<file path="config.mk">
export PLATFORM = sky130hd
export DESIGN_NAME = bgp_message_checker_unit
export DESIGN_NICKNAME = d
export VERILOG_FILES = /design/src/rtl/core/bmc_pkg.sv /design/src/rtl/core/bmc_in_stage.sv /design/src/rtl/core/bmc_core.sv /design/src/rtl/core/bmc_out_stage.sv /design/src/rtl/core/bgp_message_checker_unit.sv
export SDC_FILE = /design/constraint.sdc
export NUM_CORES = 2
export LEC_CHECK = 0
export BUFFER_PORTS_ARGS = -buffer_cell sky130_fd_sc_hd__buf_2
export CORE_MARGIN = 8
export CORE_UTILIZATION = 35
export CTS_CLUSTER_SIZE = 24
export DETAILED_ROUTE_END_ITERATION = 16
export SYNTH_ARGS = -nofsm -noshare
export SYNTH_HDL_FRONTEND = slang
export SYNTH_HIERARCHICAL = 1
export SYNTH_SLANG_ARGS = --single-unit
</file>
<file path="constraint.sdc">
create_clock -name clock -period 8.62 [get_ports clock]
set_input_delay 0.862 -clock clock [delete_from_list [all_inputs] [get_ports clock]]
set_output_delay 0.862 -clock clock [all_outputs]
set_load 0.02 [all_outputs]
</file>
<file path="src/rtl/core/bmc_pkg.sv">
// Types, codes and lookup functions shared by the message checker modules.
// No dependencies.
`default_nettype none
package bmc_pkg;

   localparam int MAX_MESSAGE_BYTES_DEF = 4096;
   localparam int POS_W = 18;

   typedef struct packed {
      logic [7:0] data_byte;
      logic       first_byte;
      logic       last_byte;
   } req_type;

   typedef struct packed {
      logic [2:0] status;
      logic [7:0] error_code;
      logic [7:0] suberror_code;
      logic [4:0] detail;
   } rsp_type;

   typedef enum logic [2:0] {
      ST_NONE      = 3'd0,
      ST_OPEN_WALK = 3'd1,
      ST_UPD_PLEN  = 3'd2,
      ST_UPD_WALK  = 3'd3,
      ST_STOP      = 3'd7
   } stage_type;

   localparam logic [3:0] FS_HEAD0 = 4'd0;
   localparam logic [3:0] FS_HEAD1 = 4'd1;
   localparam logic [3:0] FS_HEAD2 = 4'd2;
   localparam logic [3:0] FS_HEAD3 = 4'd3;
   localparam logic [3:0] FS_DATA  = 4'd15;

   localparam logic [1:0] SS_CODE = 2'd0;
   localparam logic [1:0] SS_LEN  = 2'd1;
   localparam logic [1:0] SS_BODY = 2'd2;

   localparam logic [2:0] STS_VALID      = 3'd0;
   localparam logic [2:0] STS_VALID_AS4  = 3'd1;
   localparam logic [2:0] STS_INVALID    = 3'd2;
   localparam logic [2:0] STS_INCOMPLETE = 3'd3;
   localparam logic [2:0] STS_NOTIFY     = 3'd4;

   localparam logic [7:0] KIND_OPEN   = 8'd1;
   localparam logic [7:0] KIND_UPDATE = 8'd2;
   localparam logic [7:0] KIND_NOTIFY = 8'd3;
   localparam logic [7:0] KIND_KEEP   = 8'd4;

   localparam logic [4:0] DT_NONE       = 5'd0;
   localparam logic [4:0] DT_MARKER     = 5'd1;
   localparam logic [4:0] DT_TYPE       = 5'd2;
   localparam logic [4:0] DT_LENGTH     = 5'd3;
   localparam logic [4:0] DT_NOTE_SHORT = 5'd4;
   localparam logic [4:0] DT_VERSION    = 5'd5;
   localparam logic [4:0] DT_HOLD       = 5'd6;
   localparam logic [4:0] DT_OPT_LEN    = 5'd7;
   localparam logic [4:0] DT_OPT_PARAM  = 5'd8;
   localparam logic [4:0] DT_CAP_WALK   = 5'd9;
   localparam logic [4:0] DT_CAP_LEN    = 5'd10;
   localparam logic [4:0] DT_NO_V6      = 5'd11;
   localparam logic [4:0] DT_UPD_LEN    = 5'd12;
   localparam logic [4:0] DT_ATTR_WALK  = 5'd13;
   localparam logic [4:0] DT_AS_PATH    = 5'd14;
   localparam logic [4:0] DT_NEXT_HOP   = 5'd15;
   localparam logic [4:0] DT_MP_NLRI    = 5'd16;

   typedef struct packed {
      logic [15:0]      pos;
      logic [15:0]      mlen;
      logic [7:0]       kind;
      logic             marker_good;
      logic             verdict_given;
      logic [POS_W-1:0] region_end;
      logic [POS_W-1:0] element_end;
      logic [POS_W-1:0] inner_end;
      logic [3:0]       field_step;
      logic [15:0]      field_value;
      logic [4:0]       pending;
      logic             total_mismatch;
      logic             saw_v6;
      logic             saw_as4;
      stage_type        stage;
      logic [7:0]       elem_type;
      logic [7:0]       elem_flags;
      logic [15:0]      elem_len;
      logic [1:0]       sub_step;
      logic [7:0]       sub_code;
      logic [7:0]       sub_len;
      logic [2:0]       sub_count;
      logic [15:0]      sub_value;
      logic [4:0]       param_pending;
      logic             sub_bad;
      logic             mp_active;
   } state_type;

   typedef struct packed {
      logic blocked;
      logic fire;
   } flow_type;

   function automatic logic [7:0] err_of(input logic [4:0] d);
      logic [7:0] r;
      unique case (d)
         DT_MARKER, DT_TYPE, DT_LENGTH: r = 8'd1;
         DT_VERSION, DT_HOLD, DT_OPT_LEN, DT_OPT_PARAM,
         DT_CAP_WALK, DT_CAP_LEN, DT_NO_V6: r = 8'd2;
         DT_UPD_LEN, DT_ATTR_WALK, DT_AS_PATH, DT_NEXT_HOP, DT_MP_NLRI: r = 8'd3;
         default: r = 8'd0;
      endcase
      return r;
   endfunction

   function automatic logic [7:0] sub_of(input logic [4:0] d);
      logic [7:0] r;
      unique case (d)
         DT_MARKER:    r = 8'd1;
         DT_TYPE:      r = 8'd3;
         DT_LENGTH:    r = 8'd2;
         DT_VERSION:   r = 8'd1;
         DT_HOLD:      r = 8'd6;
         DT_OPT_PARAM: r = 8'd4;
         DT_ATTR_WALK: r = 8'd1;
         DT_AS_PATH:   r = 8'd11;
         default:      r = 8'd0;
      endcase
      return r;
   endfunction

endpackage
`default_nettype wire

</file>
<file path="src/rtl/core/bmc_in_stage.sv">
// Input register for request beats.
// Depends on bmc_pkg.
`default_nettype none
module bmc_in_stage
   import bmc_pkg::*;
(
   input  wire logic    clock,
   input  wire logic    reset,
   input  wire logic    req_valid,
   output logic         req_stall,
   input  wire req_type req_payload,
   input  wire flow_type flow,
   output logic         in_valid,
   output req_type      in_beat
);
   logic    valid_ff, valid_in;
   req_type beat_ff;

   assign req_stall = valid_ff & flow.blocked;
   assign valid_in  = req_stall ? valid_ff : req_valid;
   assign in_valid  = valid_ff;
   assign in_beat   = beat_ff;

   always_ff @(posedge clock) begin
      if (reset) begin
         valid_ff <= 1'b0;
      end else begin
         valid_ff <= valid_in;
      end
   end

   always_ff @(posedge clock) begin
      if (!req_stall) begin
         beat_ff <= req_payload;
      end
   end
endmodule
`default_nettype wire

</file>
<file path="src/rtl/core/bmc_core.sv">
// Per-byte message state and verdict logic.
// Depends on bmc_pkg.
`default_nettype none
module bmc_core
   import bmc_pkg::*;
#(
   parameter int MAX_MESSAGE_BYTES = MAX_MESSAGE_BYTES_DEF
)
(
   input  wire logic     clock,
   input  wire logic     reset,
   input  wire flow_type flow,
   input  wire req_type  in_beat,
   output logic          res_valid,
   output rsp_type       res
);
   localparam logic [16:0] MAX_LEN = 17'(MAX_MESSAGE_BYTES);

   state_type st_ff, st_in;
   state_type rst_state;

   always_comb begin
      rst_state = '0;
      rst_state.marker_good = 1'b1;
      rst_state.verdict_given = 1'b1;
   end

   always_comb begin
      state_type n;
      logic [7:0] b;
      logic [POS_W-1:0] p, p1, w18;
      logic [15:0] len16, wv;
      logic [4:0] d;
      logic emitted, do_hdr;
      emitted = 1'b0;
      do_hdr = 1'b0;
      res = '0;
      n = st_ff;
      b = in_beat.data_byte;
      p = '0;
      p1 = '0;
      w18 = '0;
      len16 = '0;
      wv = '0;
      d = DT_NONE;
      if (in_beat.first_byte || !st_ff.verdict_given) begin
         if (in_beat.first_byte) begin
            n = '0;
            n.marker_good = 1'b1;
            n.stage = ST_NONE;
         end
         p = POS_W'(n.pos);
         p1 = p + 1'b1;
         n.pos = n.pos + 1'b1;
         if (p < 16) begin
            if (b != 8'hFF) n.marker_good = 1'b0;
         end else if (p == 16) begin
            n.mlen = {b, 8'h00};
         end else if (p == 17) begin
            n.mlen[7:0] = b;
         end else if (p == 18) begin
            n.kind = b;
            if (b == KIND_NOTIFY) begin
               if (n.mlen < 16'd21) begin
                  emitted = 1'b1;
                  res = '{STS_NOTIFY, 8'd0, 8'd0, DT_NOTE_SHORT};
               end
            end else if (!n.marker_good) begin
               emitted = 1'b1;
               res = '{STS_INVALID, 8'd1, 8'd1, DT_MARKER};
            end else if (b == 8'd0 || b > KIND_KEEP) begin
               emitted = 1'b1;
               res = '{STS_INVALID, 8'd1, 8'd3, DT_TYPE};
            end else if (n.mlen < 16'd19 || {1'b0, n.mlen} > MAX_LEN ||
                         (b == KIND_OPEN && n.mlen < 16'd29) ||
                         (b == KIND_UPDATE && n.mlen < 16'd23) ||
                         (b == KIND_KEEP && n.mlen != 16'd19)) begin
               emitted = 1'b1;
               res = '{STS_INVALID, 8'd1, 8'd2, DT_LENGTH};
            end else if (n.mlen == 16'd19) begin
               emitted = 1'b1;
               res = '{STS_VALID, 8'd0, 8'd0, DT_NONE};
            end
         end else if (n.kind == KIND_NOTIFY) begin
            if (p == 19) begin
               n.field_value = {8'd0, b};
            end else if (p == 20) begin
               emitted = 1'b1;
               res = '{STS_NOTIFY, n.field_value[7:0], b, DT_NONE};
            end
         end else begin
            if (n.kind == KIND_OPEN) begin
               if (p == 19) begin
                  if (b != 8'd4 && n.pending == 0) n.pending = DT_VERSION;
               end else if (p == 22) begin
                  n.field_value = {8'd0, b};
               end else if (p == 23) begin
                  if ({n.field_value[7:0], b} <= 16'd2 && n.pending == 0)
                     n.pending = DT_HOLD;
               end else if (p == 28) begin
                  if (17'd29 + 17'(b) != {1'b0, n.mlen}) begin
                     if (n.pending == 0) n.pending = DT_OPT_LEN;
                  end else if (n.pending == 0) begin
                     n.stage = ST_OPEN_WALK;
                     n.region_end = POS_W'(n.mlen);
                     n.element_end = POS_W'(29);
                     n.field_step = FS_HEAD0;
                  end
               end else if (p >= 29 && n.stage == ST_OPEN_WALK) begin
                  if (n.field_step == FS_HEAD0 && p + 2'd2 > n.region_end) begin
                     n.total_mismatch = 1'b1;
                     n.stage = ST_STOP;
                  end else begin
                     if (n.field_step == FS_HEAD0) begin
                        n.elem_type = b;
                        if (b != 8'd2 && n.pending == 0) n.pending = DT_OPT_PARAM;
                        n.field_step = FS_HEAD1;
                     end else if (n.field_step == FS_HEAD1) begin
                        n.element_end = p1 + POS_W'(b);
                        n.inner_end = p1;
                        n.sub_step = SS_CODE;
                        n.sub_bad = 1'b0;
                        n.param_pending = DT_NONE;
                        if (b == 0) begin
                           if (n.inner_end != n.element_end) begin
                              if (n.pending == 0) n.pending = DT_CAP_WALK;
                           end
                           n.field_step = FS_HEAD0;
                        end else begin
                           n.field_step = FS_DATA;
                        end
                     end else begin
                        if (!n.sub_bad) begin
                           if (n.sub_step == SS_CODE) begin
                              if (p == n.inner_end) begin
                                 if (p + 2'd2 > n.element_end) begin
                                    n.sub_bad = 1'b1;
                                 end else begin
                                    n.sub_code = b;
                                    n.sub_step = SS_LEN;
                                 end
                              end
                           end else if (n.sub_step == SS_LEN) begin
                              n.sub_len = b;
                              n.inner_end = p1 + POS_W'(b);
                              n.sub_count = 3'd0;
                              if ((n.sub_code == 8'd65 || n.sub_code == 8'd1) &&
                                  b != 8'd4 && n.param_pending == 0)
                                 n.param_pending = DT_CAP_LEN;
                              if (n.sub_code == 8'd65 && b == 8'd4) n.saw_as4 = 1'b1;
                              n.sub_step = (b != 0) ? SS_BODY : SS_CODE;
                           end else begin
                              if (n.sub_code == 8'd1 && n.sub_len == 8'd4) begin
                                 if (n.sub_count == 3'd0) n.sub_value = {8'd0, b};
                                 else if (n.sub_count == 3'd1)
                                    n.sub_value = {n.sub_value[7:0], b};
                                 else if (n.sub_count == 3'd3 && n.sub_value == 16'd2 &&
                                          b == 8'd1)
                                    n.saw_v6 = 1'b1;
                              end
                              if (n.sub_count != 3'd7) n.sub_count = n.sub_count + 1'b1;
                              if (p1 == n.inner_end) n.sub_step = SS_CODE;
                           end
                        end
                        if (p1 == n.element_end) begin
                           if (n.sub_bad || n.inner_end != n.element_end) begin
                              if (n.pending == 0) n.pending = DT_CAP_WALK;
                           end else if (n.param_pending != 0 && n.pending == 0) begin
                              n.pending = n.param_pending;
                           end
                           n.field_step = FS_HEAD0;
                        end
                     end
                     if (p1 == n.region_end) begin
                        if (n.field_step != FS_HEAD0 || n.element_end != n.region_end)
                           n.total_mismatch = 1'b1;
                        n.stage = ST_STOP;
                     end
                  end
               end
            end else if (n.kind == KIND_UPDATE) begin
               if (p == 19) begin
                  n.field_value = {8'd0, b};
               end else if (p == 20) begin
                  wv = {n.field_value[7:0], b};
                  if (POS_W'(23) + POS_W'(wv) > POS_W'(n.mlen)) begin
                     if (n.pending == 0) n.pending = DT_UPD_LEN;
                     n.stage = ST_STOP;
                  end else begin
                     n.region_end = POS_W'(21) + POS_W'(wv);
                     n.stage = ST_UPD_PLEN;
                  end
               end else if (n.stage == ST_UPD_PLEN) begin
                  if (p == n.region_end) begin
                     n.field_value = {8'd0, b};
                  end else if (p == n.region_end + 1'b1) begin
                     wv = {n.field_value[7:0], b};
                     if (p1 + POS_W'(wv) > POS_W'(n.mlen)) begin
                        if (n.pending == 0) n.pending = DT_UPD_LEN;
                        n.stage = ST_STOP;
                     end else if (wv == 0) begin
                        n.stage = ST_STOP;
                     end else begin
                        n.element_end = p1;
                        n.region_end = p1 + POS_W'(wv);
                        n.field_step = FS_HEAD0;
                        n.stage = ST_UPD_WALK;
                     end
                  end
               end else if (n.stage == ST_UPD_WALK) begin
                  if (n.field_step == FS_HEAD0 && p + 2'd3 > n.region_end) begin
                     n.total_mismatch = 1'b1;
                     n.stage = ST_STOP;
                  end else begin
                     if (n.field_step == FS_HEAD0) begin
                        n.elem_flags = b;
                        n.field_step = FS_HEAD1;
                     end else if (n.field_step == FS_HEAD1) begin
                        n.elem_type = b;
                        n.field_step = FS_HEAD2;
                     end else if (n.field_step == FS_HEAD2) begin
                        if (n.elem_flags[4]) begin
                           n.field_value = {8'd0, b};
                           n.field_step = FS_HEAD3;
                        end else begin
                           do_hdr = 1'b1;
                           len16 = {8'd0, b};
                        end
                     end else if (n.field_step == FS_HEAD3) begin
                        do_hdr = 1'b1;
                        len16 = {n.field_value[7:0], b};
                     end else begin
                        if (n.mp_active) begin
                           if (n.sub_step == SS_LEN) begin
                              if (p == n.inner_end)
                                 n.inner_end = p1 + POS_W'((9'(b) + 9'd7) >> 3);
                           end else if (n.sub_count == 3'd0) begin
                              n.sub_value = {8'd0, b};
                           end else if (n.sub_count == 3'd1) begin
                              n.sub_value = {n.sub_value[7:0], b};
                           end else if (n.sub_count == 3'd2) begin
                              if (!(n.sub_value == 16'd2 && b == 8'd1)) begin
                                 n.mp_active = 1'b0;
                              end else if (n.elem_type == 8'd15) begin
                                 n.inner_end = p1;
                                 n.sub_step = SS_LEN;
                              end
                           end else if (n.sub_count == 3'd3) begin
                              if (b != 8'd16 && b != 8'd32) begin
                                 if (n.pending == 0) n.pending = DT_NEXT_HOP;
                                 n.mp_active = 1'b0;
                              end else if (17'(n.elem_len) < 17'd5 + 17'(b)) begin
                                 if (n.pending == 0) n.pending = DT_MP_NLRI;
                                 n.mp_active = 1'b0;
                              end else begin
                                 n.inner_end = p + 2'd2 + POS_W'(b);
                                 n.sub_step = SS_LEN;
                              end
                           end
                           if (n.sub_count != 3'd7) n.sub_count = n.sub_count + 1'b1;
                        end
                        if (p1 == n.element_end) begin
                           if (n.mp_active &&
                               (n.sub_step != SS_LEN || n.inner_end != n.element_end)) begin
                              if (n.pending == 0) n.pending = DT_MP_NLRI;
                           end
                           n.field_step = FS_HEAD0;
                        end
                     end
                     if (do_hdr) begin
                        n.elem_len = len16;
                        n.element_end = p1 + POS_W'(len16);
                        n.mp_active = 1'b0;
                        n.sub_count = 3'd0;
                        n.sub_step = SS_CODE;
                        n.sub_value = 16'd0;
                        if (n.elem_type == 8'd2 && len16 < 16'd2 && n.pending == 0)
                           n.pending = DT_AS_PATH;
                        if (n.elem_type == 8'd14 || n.elem_type == 8'd15) begin
                           if (len16 < 16'd3) begin
                              if (n.pending == 0) n.pending = DT_MP_NLRI;
                           end else begin
                              n.mp_active = 1'b1;
                           end
                        end
                        n.field_step = (len16 != 0) ? FS_DATA : FS_HEAD0;
                     end
                     if (p1 == n.region_end) begin
                        if (n.field_step != FS_HEAD0 || n.element_end != n.region_end)
                           n.total_mismatch = 1'b1;
                        n.stage = ST_STOP;
                     end
                  end
               end
            end
            w18 = POS_W'(n.mlen);
            if (p1 == w18) begin
               emitted = 1'b1;
               if (n.total_mismatch) begin
                  d = (n.kind == KIND_OPEN) ? DT_OPT_LEN : DT_ATTR_WALK;
               end else if (n.pending != 0) begin
                  d = n.pending;
               end else if (n.kind == KIND_OPEN && !n.saw_v6) begin
                  d = DT_NO_V6;
               end
               if (d != DT_NONE) begin
                  res = '{STS_INVALID, err_of(d), sub_of(d), d};
               end else begin
                  res = '{(n.kind == KIND_OPEN && n.saw_as4) ? STS_VALID_AS4 : STS_VALID,
                          8'd0, 8'd0, DT_NONE};
               end
            end
         end
         if (!emitted && in_beat.last_byte) begin
            emitted = 1'b1;
            res = '{STS_INCOMPLETE, 8'd0, 8'd0, DT_NONE};
         end
         if (emitted) n.verdict_given = 1'b1;
      end
      st_in = n;
      res_valid = emitted;
   end

   always_ff @(posedge clock) begin
      if (reset) begin
         st_ff <= rst_state;
      end else if (flow.fire) begin
         st_ff <= st_in;
      end
   end
endmodule
`default_nettype wire

</file>
<file path="src/rtl/core/bmc_out_stage.sv">
// Result register for response beats.
// Depends on bmc_pkg.
`default_nettype none
module bmc_out_stage
   import bmc_pkg::*;
(
   input  wire logic    clock,
   input  wire logic    reset,
   input  wire logic    in_valid,
   input  wire logic    res_valid,
   input  wire rsp_type res,
   output flow_type     flow,
   output logic         rsp_valid,
   input  wire logic    rsp_stall,
   output rsp_type      rsp_payload
);
   logic    valid_ff, valid_in;
   rsp_type data_ff;

   assign flow.blocked = valid_ff & rsp_stall & res_valid;
   assign flow.fire    = in_valid & ~flow.blocked;
   assign valid_in     = (flow.fire & res_valid) ? 1'b1 : (rsp_stall & valid_ff);
   assign rsp_valid    = valid_ff;
   assign rsp_payload  = data_ff;

   always_ff @(posedge clock) begin
      if (reset) begin
         valid_ff <= 1'b0;
      end else begin
         valid_ff <= valid_in;
      end
   end

   always_ff @(posedge clock) begin
      if (flow.fire & res_valid) begin
         data_ff <= res;
      end
   end
endmodule
`default_nettype wire

</file>
<file path="src/rtl/core/bgp_message_checker_unit.sv">
// BGP-4 message checker: one byte beat in, at most one verdict beat out.
// The verdict beat for an accepted byte passes through the input register and then the result register.
// Throughput: one byte per cycle; only a byte that yields a verdict holds while an earlier verdict waits.
// Reset (synchronous): no beats held, checker idle until a first byte arrives.
// Depends on bmc_pkg, bmc_in_stage, bmc_core, bmc_out_stage.
`default_nettype none
module bgp_message_checker_unit
   import bmc_pkg::*;
#(
   parameter int MAX_MESSAGE_BYTES = MAX_MESSAGE_BYTES_DEF
)
(
   input  wire logic    clock,
   input  wire logic    reset,
   input  wire logic    req_valid,
   output logic         req_stall,
   input  wire req_type req_payload,
   output logic         rsp_valid,
   input  wire logic    rsp_stall,
   output rsp_type      rsp_payload
);
   flow_type flow;
   logic     in_valid, res_valid;
   req_type  in_beat;
   rsp_type  res;

   bmc_in_stage u_in (
      .clock, .reset, .req_valid, .req_stall, .req_payload,
      .flow, .in_valid, .in_beat
   );

   bmc_core #(.MAX_MESSAGE_BYTES(MAX_MESSAGE_BYTES)) u_core (
      .clock, .reset, .flow, .in_beat, .res_valid, .res
   );

   bmc_out_stage u_out (
      .clock, .reset, .in_valid, .res_valid, .res, .flow,
      .rsp_valid, .rsp_stall, .rsp_payload
   );
endmodule
`default_nettype wire

</file>
Word-level counts from Yosys, hierarchy flattened
Memory sizes are Yosys's and may differ from the RTL's.
Index checks and enable logic that the tools add are counted.

cells by class
  $add $sub $neg = 16
  $lt $le $gt $ge = 17
  eq/ne operators = 56
  muxes and demuxes = 574
  bitwise logic cells = 7
  reduce and logical (&&, ||, !) cells = 59

operators by type and width
  operator               number
  $mux W18               73
  $mux W43               23
  $mux W36               20
  $mux W161              4
  $mux W80               8
  $mux W16               29
  $mux W5                85
  $mux W203              2
  $mux W22               18
  $mux W21               15
  $mux W24               12
  $mux W19               15
  $mux W58               4
  $mux W8                29
  $mux W4                43
  $eq A16 B5 Y1 const B  9
  $mux W23               5
  $mux W37               3
  $mux W34               3
  $mux W1                99
  $mux W2                49
  $ne A18 B18 Y1         5
  $mux W87               1
  $lt A16 B5 Y1 const B  5
  other kinds (75)       170

storage, ports and cells
  flip-flop bits (word level) = 239
  memory bits (read-only) = 128
  output and inout bits = 26
  word-level logic and storage cells = 767
  memories kept = 2

memories
  name             depth  width  read ports  clocked after memory_dff  write ports  RTL line        RTL
  (no name shown)  32     2      1           0                         0            bmc_pkg.sv:105  unique case (d)
  (no name shown)  16     4      1           0                         0            bmc_pkg.sv:117  unique case (d)

Depth between registers and ports, before layout
An unclocked memory read counts as a cell.

  word-level depth = 107
  mapped depth = 38
  mapped depth without buffers = 31

Modules after synthesis
Netlist, hierarchy kept.

modules (own cells, without submodules)
  module         instances  cells an instance  area an instance (µm²)  sequential area each (µm²)
  bmc_core       1          4247               28194.5                 3763.6
  bmc_out_stage  1          31                 778.2                   740.7
  bmc_in_stage   1          15                 336.6                   320.3

Least setup slack after synthesis
No wires, ideal clock.

  path kind = flip-flop to flip-flop
  start point = reg u_in.beat_ff (netlist bit u_in/in_beat[1])
  end point = reg u_out.data_ff (netlist bit u_out/rsp_payload[6]) (data pin)
  data arrival time = 7.752 ns
  data required time = 8.474 ns
  setup slack = 0.722 ns
  cell stages (with the launch flop) = 37
  path buffers = 8
  clock period less this slack = 7.898 ns
  cells stage by stage = edfxtp_1 > buf_4 > buf_6 > buf_2 > clkbuf_1 > buf_2 > nor2b_1 > ha_1 > buf_2 > clkbuf_1 > a21oi_1 > o21ai_1 > inv_1 > ha_1 > nor4_1 > a21oi_1 > clkbuf_1 > a21o_1 > a21oi_1 > xnor2_1 > ha_1 > nand2_1 > or3_1 > or3_1 > a21oi_1 > nor2b_1 > a2111oi_2 > o21ai_0 > o21ai_0 > o21ba_2 > nand2_1 > a31o_1 > ha_1 > nand2_1 > nor3_1 > or4_1 > a21oi_1

between the ends
  cells in the longest elaborated chain, start to end = 102

ends and longest elaborated chain
  item                    RTL line                                           RTL
  start, declared         bmc_in_stage.sv:17                                 req_type beat_ff;
  start signal, assigned  bmc_in_stage.sv:34                                 beat_ff <= req_payload;
  $mux W203               bmc_core.sv:47                                     if (in_beat.first_byte) begin
  $mux W203               bmc_core.sv:46                                     if (in_beat.first_byte || !st_ff.verdict_given) begin
  $add A16 B2 Y17         bmc_core.sv:110, bmc_core.sv:136, bmc_core.sv:256
  $add A18 B8 Y18         bmc_core.sv:256                                    n.inner_end = p + 2'd2 + POS_W'(b);
  $mux W18                bmc_core.sv:252                                    end else if (17'(n.elem_len) < 17'd5 + 17'(b)) begin
  $mux W18                bmc_core.sv:249                                    if (b != 8'd16 && b != 8'd32) begin
  $mux W18                bmc_core.sv:248                                    end else if (n.sub_count == 3'd3) begin
  $mux W18                bmc_core.sv:241                                    end else if (n.sub_count == 3'd2) begin
  [... 86 more ...]       -
  $mux W5                 bmc_core.sv:55                                     if (p < 16) begin
  $mux W5                 bmc_core.sv:46
  $mem_v2 Z16 W4          -
  $mux W8                 bmc_pkg.sv:117
  $mux W24                bmc_core.sv:306                                    if (d != DT_NONE) begin
  $mux W24                bmc_core.sv:297                                    if (p1 == w18) begin
  $mux W24                bmc_core.sv:84                                     end else if (n.kind == KIND_NOTIFY) begin
  $mux W24                bmc_core.sv:61                                     end else if (p == 18) begin
  end signal, assigned    bmc_out_stage.sv:36                                data_ff <= res;
  end, declared           bmc_out_stage.sv:18                                rsp_type data_ff;

Parallel ways exist; a longest one is shown, timed or not. The select of a mux whose other input is x is not followed.
A chain may end at the register's enable or synchronous reset.

Worst setup path in the final report
  start point = reg u_in.beat_ff (netlist bit u_in/in_beat[1])
  end point = reg u_out.data_ff (netlist bit u_out/rsp_payload[13]) (data pin)

between the ends
  cells in the longest elaborated chain, start to end = 101

ends and longest elaborated chain
  item                                                         RTL line                                           RTL
  $mux W203                                                    bmc_core.sv:47
  $mux W203                                                    bmc_core.sv:46
  $add A16 B2 Y17                                              bmc_core.sv:110, bmc_core.sv:136, bmc_core.sv:256
  $add A18 B8 Y18                                              bmc_core.sv:256
  $mux W18                                                     bmc_core.sv:252
  $mux W18                                                     bmc_core.sv:249
  $mux W18                                                     bmc_core.sv:248
  $mux W18                                                     bmc_core.sv:241
  [... 85 more ...]                                            -
  $mux W5                                                      bmc_core.sv:57                                     end else if (p == 16) begin
  $mux W5                                                      bmc_core.sv:55
  $mux W5                                                      bmc_core.sv:46
  $mem_v2 Z32 W2 / $reduce_bool A5 Y1 (equally long branches)  -
  $mux W24                                                     bmc_core.sv:306
  $mux W24                                                     bmc_core.sv:297
  $mux W24                                                     bmc_core.sv:84
  $mux W24                                                     bmc_core.sv:61

Parallel ways exist; a longest one is shown, timed or not. The select of a mux whose other input is x is not followed.

==> summary.txt <==
RR Endpoint = u_out/rsp_payload[13]
core area = 0.0833 mm^2
initial core utilization = 0.352
Ports = 40
cts bufs inserted = 34
yosys warns = 6
Root Buffer = clkbuf_16
number of global-route vias before repair = 35200
drt total wl = 213000 um
Netlist Area Pre-Place = 0.0293 mm^2
Tmin final = 8.08 ns
Final Setup Violations = 0
first-pass GRT wire length = 291000 um
final worst-path cycle share = 0.938
Top FF cell, synth = dfxtp_1
library cells used by synthesis = 120
Synth Register Bits = 224
worst flop-to-flop path startpoint = u_in/in_beat[1]
Hold Vio Cnt, Final = 0
Critical Path RT = 8.96 ns
Die X = 305 um
area share of the leading cell type in the synthesized netlist = 0.130
fin cells = 5434
via count = 38800
Startpoint Class = flop
total die area = 0.0933 mm^2
Clock Pin Slew Worst Setup and Hold Paths = 0.06 ns
CP max FO = 22
Net count, final = 4496
die height = 305 um
clk sinks = 224
FFs w/ async S/R, synth = 0
CP startpoint = u_in/in_beat[1]
DRT iter0 DRCs = 6768
met3 Use GR = 0.147
clk_skew = 0.0383 ns
clk_lat worst skew = 0.59 ns
post-CTS setup buffers = 0
CP Class = reg -> reg
maximum clock path buffer count = 3
RSZ-0062 raised after global routing = false
Top Usage Layer GRT = met2
Post-synth EDFFs = 34
area leader, netlist = dfxtp_1
post_cts resized = 0
Area contributors post-synth = dfxtp_1 13%, nor2_1 6.9%, ha_1 6.6%
Crit path depth = 28
actual slew at the worst max-slew pin = 1.47 ns
all-layer global routing usage = 0.432
Pwr Density = 102 mW/mm^2
Residual DRC = 0
setup slack, reg-to-reg = 0.54 ns
Crit path max-delay family = compound AO/OA/AOI/OAI gates
Max stage delay on crit path = 1.20 ns
Leak = 0.0117 uW
grt total ovfl = 0
crit path DAT = 8.43 ns
setup_tns = 0 ns
CP most frequent cell = buf_4
Seq/Total Area, Yosys = 0.165
Post-Syn Nets = 4465
pin count of the biggest net entering global routing = 109
max cap viols = 1
Placed Cells incl. Taps = 5368
FP Rows = 106
CTS HTree Levels = 2
Peak Freq = 124 MHz
layout cells sized above 1 = 0.108
status = finished, violations left
PortBufs = 39
Via density = 7.13
Worst VDD drop = 0.000144 V
CP bufs+invs = 6
syn_area_per_cell = 6.83 um^2
CTS tree = yes
GR Layer Usage met1 = 0.549
Max stage delay cell, worst path = o311ai_0
Final HPWL DP = 164000 um
Max Slew Vio Count = 0
Final ANT Viol Nets = 0
worst reg2reg path depth = 28
drt first pass iters = 7
initial antenna violation count = 14
GR Layer Usage met2 = 0.608
failing checks = max-capacitance violations
Setup crit end = u_out/rsp_payload[13]
worst rel slew slack = 0.00628
# hold bufs at CTS = 0
Syn-to-layout area delta = 12.1%
gpl congestion = 1.10
Mapped Cells = 4293
Avg WL per Cell = 39.3 um
hold crit path type = in -> reg
CP endpoint kind = flop
synth_stat cells (14+ instances only):
cell type and number:
nand3_1 127, o211ai_1 55, nor2b_1 93, a2111oi_0 27
clkbuf_1 232, buf_2 37, and3_1 31, or3_1 28
a31oi_1 55, ha_1 154, or4_1 21, o221ai_1 24
o22ai_1 58, or2_2 22, xor2_1 56, a32oi_1 17
a21oi_1 363, a21o_1 39, o31ai_1 23, nand4_1 76
nand2b_1 52, buf_1 36, a221oi_1 16, nand4b_1 14
mux2i_1 32, o21ai_0 294, a211o_1 15, nand2_1 420
a211oi_1 63, a311oi_1 17, edfxtp_1 34, nor2_1 535
inv_1 103, o21a_1 28, and2_1 43, xnor2_1 196
nor4_1 83, nor3_1 129, o21ai_1 15, o2111ai_1 23
dfxtp_1 190, a22oi_1 117
registers in the layout (all words and copies together) (netlist names):
name and flops:
u_core/st_ff 188, u_in/in_beat 10, u_in/in_valid 1, u_out/rsp_payload 24, u_out/rsp_valid 1
final cells by class:
type	count	area [um^2]
Clock buffer	47	940
Timing Repair Buffer	310	2270
Fill cell	9032	50400
Multi-Input combinational cell	3639	22900
Antenna cell	8	20.0
Clock inverter	11	130
Tap cell	1080	1350
Inverter	115	434
Sequential cell	224	4820
worst min-delay path by stage:
stage                                  end  depth (start not counted)              from  slack (ns)
after detailed placement  u_core/st_ff[34]                          2  u_core/st_ff[34]        0.45
final                      u_in/in_beat[2]                          1    req_payload[2]        0.45
after CTS                  u_in/in_beat[2]                          1    req_payload[2]        0.44
after global routing       u_in/in_beat[2]                          1    req_payload[2]        0.44
after floorplan           u_core/st_ff[80]                          2  u_core/st_ff[80]        0.43
after global placement    u_core/st_ff[34]                          2  u_core/st_ff[34]        0.44
per-stage QoR:
step                hold WS (ns)  area, um^2  total power [uW]   util  worst slack, ns
floorplan                  0.432       29300              1520      -            0.722
global placement           0.440       31800              1910  0.381            0.935
detailed placement         0.452       31800              1900  0.381            0.915
CTS                        0.435       32800              3290  0.394            0.948
global route               0.442       32800              3390  0.394            0.367
finish                     0.455       32900              3340  0.395            0.536
kinds of logic (layout without fill, tap and decap cells):
kind of cell,Yosys count,after routing,synth area share
buf+inv,430,483,0.0583
compound gates,1419,1419,0.318
simple gates,1761,1761,0.295
fa+ha+maj,161,161,0.0695
other cells,0,8,0
mux,40,40,0.0144
xor+xnor,258,258,0.0797
flops,224,224,0.165
power by group:
part / leakage [uW] / switching [uW] / internal, uW
logic: 0.00936 / 603 / 225
registers: 0.00184 / 34.1 / 1070
clock network: 0.000519 / 630 / 776
placed cells by master (no fill, tap or decap), types with 28 or more instances in the layout:
master     netlist  final
ha_1           154    154
o21a_1          28     28
nor3_1         129    126
clkbuf_16        0     34
xor2_1          56     56
nand2b_1        52     51
dfxtp_1        190    190
nor2_1         535    530
nand2_1        420    420
o22ai_1         58     58
mux2i_1         32     32
o21ai_0        294    292
nand3_1        127    126
inv_1          103    102
or3_1           28     28
and2_1          43     43
nand4_1         76     76
a211oi_1        63     63
nor4_1          83     78
a21o_1          39     39
a31oi_1         55     54
buf_4            7    268
a21oi_1        363    362
xnor2_1        196    196
o211ai_1        55     55
a22oi_1        117    117
buf_2           37     38
and3_1          31     31
nor2b_1         93     92
edfxtp_1        34     34
metal layers:
| metal | share of wire | up-vias |
|---|---|---|
| li1 | - | 16000 |
| met1 | 0.38 | 18500 |
| met5 | 0.00053 | - |
| met3 | 0.14 | 875 |
| met4 | 0.089 | 10 |
| met2 | 0.39 | 3348 |
No activity file was read; power rests on OpenSTA's default activity.
